--- src/sv/dic_pkg.sv ---
// Shared types, constants and the cosine basis function for the dequant/IDCT core.
// No dependencies; imported by dic_ctrl, dic_datapath and the top level.
package dic_pkg;

   localparam int COS_FRAC_BITS_DEF = 14;
   localparam int TABLE_FRAC        = 30;
   localparam int COEF_W            = 12;
   localparam int QUANT_W           = 8;
   localparam int PROD_W            = 20;   // coefficient times quant entry
   localparam int PIX_W             = 8;
   localparam int IDX_W             = 6;
   localparam int REQ_DATA_W        = 24;   // 20 payload bits padded to bytes
   localparam int RSP_DATA_W        = 16;   // 14 payload bits padded to bytes

   // cos(k*pi/16), k = 0..8, 30 fraction bits
   localparam longint COS_Q30 [9] = '{
      64'sd1073741824, 64'sd1053110176, 64'sd992008094, 64'sd892783698,
      64'sd759250125,  64'sd596538995,  64'sd410903207, 64'sd209476638,
      64'sd0
   };

   localparam logic PASS_ROW = 1'b0;   // store -> intermediate memory
   localparam logic PASS_COL = 1'b1;   // intermediate memory -> pixel

   // One multiply-accumulate term issued by the controller.
   typedef struct packed {
      logic             valid;
      logic             pass;
      logic [IDX_W-1:0] addr;    // read address in store or intermediate memory
      logic [2:0]       n;       // basis sample position
      logic [2:0]       k;       // basis frequency
      logic             first;
      logic             last;
      logic [IDX_W-1:0] idx;     // result index
   } dic_cmd_type;

   typedef struct packed {
      logic             we;
      logic [IDX_W-1:0] addr;
   } dic_load_type;

   typedef struct packed {
      logic row_done;   // last intermediate value written
      logic pix_done;   // pixel placed in the output register
      logic out_full;   // output register holds an untaken word
   } dic_status_type;

   // Basis factor c(k)*cos((2n+1)k*pi/16) with cfb fraction bits.
   function automatic longint dic_basis(input logic [2:0] n, input logic [2:0] k,
                                        input int cfb);
      logic [6:0] prod;
      logic [4:0] m;
      longint     mag;
      longint     r;
      logic       neg;
      int         sh;
      sh   = TABLE_FRAC - cfb;
      prod = {3'b000, n, 1'b1} * {4'b0000, k};
      m    = prod[4:0];
      neg  = 1'b0;
      if (k == 3'd0) begin
         mag = COS_Q30[4];
      end else if (m <= 5'd8) begin
         mag = COS_Q30[m[3:0]];
      end else if (m <= 5'd16) begin
         mag = COS_Q30[4'(5'd16 - m)];
         neg = 1'b1;
      end else if (m <= 5'd24) begin
         mag = COS_Q30[4'(m - 5'd16)];
         neg = 1'b1;
      end else begin
         mag = COS_Q30[4'(6'd32 - {1'b0, m})];
      end
      r = (mag + (64'sd1 <<< (sh - 1))) >>> sh;
      return neg ? -r : r;
   endfunction

endpackage

--- src/sv/dic_ctrl.sv ---
// Sequencer for the dequant/IDCT core: load, row pass, column pass per pixel.
// Depends on dic_pkg; drives dic_datapath through command structs.
module dic_ctrl
   import dic_pkg::*;
(
   input  logic           clock,
   input  logic           reset,
   input  logic           in_valid,
   output logic           in_ready,
   input  dic_status_type status,
   output dic_load_type   load,
   output dic_cmd_type    cmd
);

   typedef enum logic [2:0] {
      ST_LOAD, ST_ROW, ST_ROW_WAIT, ST_COL_CHECK, ST_COL_RUN, ST_COL_WAIT
   } state_type;

   state_type        state_ff;
   logic [IDX_W-1:0] cnt_ff;   // load count, then output index
   logic [2:0]       j_ff;     // term within a sum
   dic_cmd_type      cmd_ff;

   assign in_ready  = (state_ff == ST_LOAD);
   assign load.we   = in_valid && in_ready;
   assign load.addr = cnt_ff;
   assign cmd       = cmd_ff;

   always_ff @(posedge clock) begin
      cmd_ff.valid <= !reset && ((state_ff == ST_ROW) || (state_ff == ST_COL_RUN));
      cmd_ff.first <= (j_ff == 3'd0);
      cmd_ff.last  <= (j_ff == 3'd7);
      cmd_ff.idx   <= cnt_ff;
      cmd_ff.k     <= j_ff;
      if (state_ff == ST_ROW) begin
         cmd_ff.pass <= PASS_ROW;
         cmd_ff.addr <= {cnt_ff[5:3], j_ff};
         cmd_ff.n    <= cnt_ff[2:0];
      end else begin
         cmd_ff.pass <= PASS_COL;
         cmd_ff.addr <= {j_ff, cnt_ff[2:0]};
         cmd_ff.n    <= cnt_ff[5:3];
      end
      if (reset) begin
         state_ff <= ST_LOAD;
         cnt_ff   <= '0;
         j_ff     <= '0;
      end else begin
         unique case (state_ff)
            ST_LOAD: begin
               if (load.we) begin
                  cnt_ff <= cnt_ff + 1'b1;
                  j_ff   <= '0;
                  if (cnt_ff == 6'd63) state_ff <= ST_ROW;
               end
            end
            ST_ROW: begin
               j_ff <= j_ff + 1'b1;
               if (j_ff == 3'd7) begin
                  cnt_ff <= cnt_ff + 1'b1;
                  if (cnt_ff == 6'd63) state_ff <= ST_ROW_WAIT;
               end
            end
            ST_ROW_WAIT: begin
               if (status.row_done) state_ff <= ST_COL_CHECK;
            end
            ST_COL_CHECK: begin
               j_ff <= '0;
               if (!status.out_full) state_ff <= ST_COL_RUN;
            end
            ST_COL_RUN: begin
               j_ff <= j_ff + 1'b1;
               if (j_ff == 3'd7) state_ff <= ST_COL_WAIT;
            end
            ST_COL_WAIT: begin
               if (status.pix_done) begin
                  cnt_ff <= cnt_ff + 1'b1;
                  if (cnt_ff == 6'd63) state_ff <= ST_LOAD;
                  else                 state_ff <= ST_COL_CHECK;
               end
            end
            default: state_ff <= ST_LOAD;
         endcase
      end
   end

endmodule

--- config.mk ---
export PLATFORM = sky130hd
export DESIGN_NAME = dic_ctrl
export DESIGN_NICKNAME = d
export VERILOG_FILES = /design/src/sv/dic_pkg.sv /design/src/sv/dic_ctrl.sv
export SDC_FILE = /design/constraint.sdc
export NUM_CORES = 1
export LEC_CHECK = 0
export ABC_CLOCK_PERIOD_IN_PS = 4400
export BUFFER_PORTS_ARGS = -buffer_cell sky130_fd_sc_hd__clkbuf_2
export CORE_AREA = 2 2 52 54
export DETAILED_ROUTE_END_ITERATION = 10
export DIE_AREA = 0 0 54 56
export GPL_ROUTABILITY_DRIVEN = 0
export PLACE_DENSITY = 0.79
export SLEW_MARGIN = 25
export SYNTH_ARGS = -nofsm -noshare
export SYNTH_HDL_FRONTEND = slang
export SYNTH_SLANG_ARGS = --single-unit
--- constraint.sdc ---
create_clock -name clock -period 4.4 [get_ports clock]
set_input_delay 0 -clock clock [delete_from_list [all_inputs] [get_ports clock]]
set_output_delay 0 -clock clock [all_outputs]
set_load 0.01 [all_outputs]
After elaboration in Yosys (flattened, before gate mapping)

Index checks and enable logic that the tools add are counted.

Register bits after elaboration: 34
Output and inout bits: 30
Input bits: 6

Reduce and logical (&&, ||, !) cells: 12
Equality and inequality tests: 15
Multiplexer cells: 17
Add/sub/neg operators: 2

Operator list:

| operator              | count |
|---|---|
| $mux W3               | 9 |
| $mux W6               | 3 |
| $pmux W3 S6           | 1 |
| $pmux W6 S3           | 1 |
| $mux W10              | 1 |
| $ne A2 B1 Y1 const B  | 5 |
| $eq A3 B3 Y1 const B  | 3 |
| $pmux W3 S3           | 1 |
| $reduce_and A8 Y1     | 1 |
| $add A6 B1 Y6 const B | 1 |
| $eq A3 B2 Y1 const B  | 2 |
| $eq A6 B6 Y1 const B  | 1 |
| $logic_not A3 Y1      | 2 |
| $ne A2 B2 Y1 const B  | 3 |
| $reduce_bool A3 Y1    | 2 |
| $reduce_and A4 Y1     | 1 |
| $add A3 B1 Y3 const B | 1 |
| $eq A3 B1 Y1 const B  | 1 |
| $logic_and A1 B1 Y1   | 2 |
| $mux W2               | 1 |
| $reduce_and A2 Y1     | 1 |
| $reduce_or A2 Y1      | 1 |
| $logic_not A1 Y1      | 1 |
| $logic_or A1 B1 Y1    | 1 |

Logic depth before layout (Yosys ltp)

Depth in word-level cells: 4
Mapped depth: 7
Gate-level depth less buffers: 6

Worst setup path after synthesis

No wires, ideal clock.

Kind: reg2reg
Start: reg j_ff[1]
End: reg cnt_ff[5]
Arrival time: 1762 ps
Cell stages (with the launch flop): 8
Clock period less this slack: 1833 ps
Setup slack: 2567 ps
Cell sequence: dfxtp_1 -> ha_1 -> ha_1 -> mux2i_1 -> a211o_1 -> buf_6 -> or4_1 -> a21oi_1

Longest elaborated chain between the ends: 3

RTL lines:

| element                     | line           | text |
|---|---|---|
| start: declaration          | dic_ctrl.sv:21 | `logic [2:0] j_ff;` |
| start signal: assignment    | dic_ctrl.sv:58 | `j_ff <= j_ff + 1'b1;` |
| start signal: assignment    | dic_ctrl.sv:72 | `j_ff <= j_ff + 1'b1;` |
| $eq A3 B3 Y1                | dic_ctrl.sv:59 | `if (j_ff == 3'd7) begin` |
| $ne A2 B1 Y1 (no line)      | --             |  |
| $reduce_and A4 Y1 (no line) | --             |  |
| end signal: assignment      | dic_ctrl.sv:52 | `cnt_ff <= cnt_ff + 1'b1;` |
| end signal: assignment      | dic_ctrl.sv:60 | `cnt_ff <= cnt_ff + 1'b1;` |
| end signal: assignment      | dic_ctrl.sv:77 | `cnt_ff <= cnt_ff + 1'b1;` |
| end: declaration            | dic_ctrl.sv:20 | `logic [IDX_W-1:0] cnt_ff;` |

No other way between the ends.
A chain may end at the register's enable or synchronous reset.

Worst setup path in the final report

Same ends and word-level chain as after synthesis.

==> reports/metrics.cfg <==
[run_status]
outcome=completed

[cells_and_area]
multi_input_area_um2=517
fin_cells=194
layout-area-overhead-vs-synth_pct=21.0
drive_above_1_share_pct=27.4
fill_cells=214
final_area_um2=1510
n_antenna_cell=0
nets=173
register_area_um2=681

[synth]
mappedNetlistNets=136
postSynth.asyncResetShare_pct=0
synth_largest_area_cell=sky130_fd_sc_hd__dfxtp_1
synth.cell_area_um2=1250
synth.yosys.warnings=0
synth.top_cells.by_area=sky130_fd_sc_hd__dfxtp_1 54%, sky130_fd_sc_hd__ha_1 4.0%, sky130_fd_sc_hd__nand2_1 3.9%
syn_inst=126
synth_top_area_share_pct=54.4
synth_edf_count=0
syn_area_per_cell_um2=9.93
synth_seq_area_share_pct=54.4
most_instantiated_library_cell_after_synthesis=sky130_fd_sc_hd__dfxtp_1
synth-seq-cells=34
netlist-cell-type-count=36
synth_commonest_cells=34 x sky130_fd_sc_hd__dfxtp_1, 13 x sky130_fd_sc_hd__nand2_1, 7 x sky130_fd_sc_hd__a21oi_1, 7 x sky130_fd_sc_hd__nor2_1, 5 x sky130_fd_sc_hd__o21ai_0
synth-main-ff-cell=sky130_fd_sc_hd__dfxtp_1

[setup_path]
timing.critical_path.depth=6
timing.critical_path.arrival_ns=2.29
worstSetupEndpointType=flop
cell_with_the_largest_stage_delay_on_the_worst_path=sky130_fd_sc_hd__or4_1
crit_type=flop to flop
critical_path.cell_chain=ha_1 -> ha_1 -> mux2i_1 -> a211o_1 -> or4_1 -> a21oi_1
timing.critical_path.slowest_cell_delay_ns=0.50
worstPathMaxFanout=10
cell_repeated_most_along_the_worst_path=sky130_fd_sc_hd__ha_1
crit_path_start_kind=flop
timing.reg2reg.worst_path_depth=6
cp_top_family=compound AO/OA/AOI/OAI gates
cp_data_required_time_ns=4.67
critical_path.n_buffers_inverters=0

[flow_run]
cap_viol_max_count=0

[timing]
finalMaxSlewViolations=0
period_minus_slack_ns=2.01
worst_pin_slew_ns=0.438
hold_viol=0
grt_setup_unrepaired=no
finalSetupViolCount=0
clock.fmax_mhz=497
final.setup.tns_ns=0
min_period_over_period_pct=45.8
fin_worst_skew_ns=0.00461
worst_slew_margin_rel_pct=70.6

[detailed_routing]
routed-via-count=997
drc=0
avgRoutedWirePerCell_um=12.3
postRouteWirelength_mm=2.39
drt.antenna.violating_nets=0
route.detailed.vias_per_inst=5.14
number_of_design_rule_violations_left_by_the_first_detailed_router_iteration=18
dr.pass1.iters=4

[placement]
cell_count_after_placement=185
io_buffer_count=35
post-dp-hpwl_mm=1.70
postPlaceCellArea_um2=1430

[clock_network]
htree_num_levels=2
postCtsHoldBufs=1
cts_root_buffer=sky130_fd_sc_hd__clkbuf_4
clkLatencyLatePin_ns=0.34
clock_transition_at_the_registers_of_the_reported_paths_ns=0.10
post_cts.repair.setup_buffers=0
cts_repair_resize_count=0
num_cts_buffers=5
cts.path.max_buffers=2
tritoncts_clock_tree=built
cts.sink_count=34

[floorplan]
floorplan.initialDensity_pct=51.4
die_w_um=54
placement_rows=18
die-height_um=56
num_io_pins=36
die_area_um2=3020
core_area_um2=2430

[grt]
antenna_found_initial=0
globalRouteTotalUtil_pct=17.9
grt_start_max_net_pins=14
first_global_vias=957
globalRoute.totalOverflow=0
global_route_wire_length_before_repair_mm=3.99

[power]
p_leak_uw=0.000654
power_density_nw_per_um2=380
vdd_drop_max_uv=245

[min_path]
min-delay-path-class=input port to flop
hold-path-cell-count=4

## cell usage in the layout, fill, tap and decap left out
cell type                       count
sky130_fd_sc_hd__dfxtp_1           34
sky130_fd_sc_hd__a41oi_1            1
sky130_fd_sc_hd__o21bai_1           1
sky130_fd_sc_hd__or3_1              3
sky130_fd_sc_hd__xnor2_1            1
sky130_fd_sc_hd__a211o_1            1
sky130_fd_sc_hd__o31ai_1            1
sky130_fd_sc_hd__nor3_1             4
sky130_fd_sc_hd__nor2b_1            4
sky130_fd_sc_hd__clkbuf_1           2
sky130_fd_sc_hd__nand3_1            3
sky130_fd_sc_hd__a22oi_1            1
sky130_fd_sc_hd__mux2_2             2
sky130_fd_sc_hd__clkbuf_4           5
sky130_fd_sc_hd__mux2i_1            3
sky130_fd_sc_hd__or2_2              1
sky130_fd_sc_hd__inv_2              1
sky130_fd_sc_hd__o21ai_1            4
sky130_fd_sc_hd__a32oi_1            1
sky130_fd_sc_hd__bufinv_16          1
sky130_fd_sc_hd__clkbuf_2          35
sky130_fd_sc_hd__or4_1              2
sky130_fd_sc_hd__nor2_1             7
sky130_fd_sc_hd__o21ai_0            5
sky130_fd_sc_hd__nand2_1           13
sky130_fd_sc_hd__nand3b_1           1
sky130_fd_sc_hd__inv_1              4
sky130_fd_sc_hd__mux2_1             3
sky130_fd_sc_hd__o2111a_1           1
sky130_fd_sc_hd__xor2_1             1
sky130_fd_sc_hd__nand2b_1           2
sky130_fd_sc_hd__dlygate4sd3_1      1
sky130_fd_sc_hd__a21boi_1           1
sky130_fd_sc_hd__a21oi_1            7
sky130_fd_sc_hd__ha_1               4
sky130_fd_sc_hd__o211ai_1           1
sky130_fd_sc_hd__and2_1             2
## metal layers
layer  global-route usage, %  vias up  wire length, µm
met4                    9.64        0               63
met2                    26.1       36             1090
met5                       0        -                0
met1                    23.0      443             1070
li1                        -      511                -
met3                    5.65        7              174
## registers in the layout, indices dropped and copies added, names as in the netlist
signal / cells
cmd: 22
cnt_ff: 6
j_ff: 3
state_ff: 3
## stage by stage
| stage | hold slack, ns | util (%) | worst slack (ns) | total power, µW |
|---|---|---|---|---|
| after floorplan | 0.110 | - | 2.57 | 348 |
| after global placement | 0.326 | 58.7 | 2.49 | 361 |
| after detailed placement | 0.335 | 58.7 | 2.41 | 362 |
| after CTS | 0.0320 | 62.2 | 2.37 | 580 |
| after global routing | 0.0513 | 62.2 | 2.20 | 597 |
| final | 0.0292 | 62.2 | 2.39 | 575 |
## area by class of cell
type / instances / area share, %
tap: 30 / 2.48
timing repair buffer: 36 / 12.2
inverter: 5 / 1.24
clock buffer: 7 / 2.98
clock inverter: 1 / 1.98
multi-input combinational: 81 / 34.1
sequential: 34 / 45.0
## where the power goes
| part | leakage (µW) | switching (µW) | total [µW] | internal [µW] |
|---|---|---|---|---|
| clock network | 0.0000395 | 99.2 | 220 | 120 |
| registers | 0.000276 | 7.29 | 324 | 317 |
| logic | 0.000338 | 16.7 | 30.8 | 14.1 |
| total | 0.000654 | 123 | 575 | 451 |
## cell families (layout without fill, tap and decap cells)
logic type,Yosys count,count (layout),share of synthesized area [%]
XOR/XNOR,2,2,1.40
AND/OR/NAND/NOR,42,42,16.6
AO/OA/AOI/OAI,25,25,12.4
buffers and inverters,11,49,4.30
multiplexers,8,8,6.90
flip-flops,34,34,54.4
adder cells (fa/ha/maj),4,4,4.00
## worst min-delay path: stages
cell and delay, ns:
sky130_fd_sc_hd__clkbuf_2 0.08, sky130_fd_sc_hd__nor2b_1 0.05, sky130_fd_sc_hd__a22oi_1 0.15, sky130_fd_sc_hd__nor2_1 0.05
## path summary, 6_finish.rpt
check	endpoint	slack, ns	startpoint
max reg2reg	cnt_ff[5]	2.39	j_ff[1]
min reg2reg	cmd[8]	0.38	j_ff[0]
min	state_ff[2]	0.03	status[0]
max	cnt_ff[5]	2.39	j_ff[1]
(Power assumes the default switching activity.)
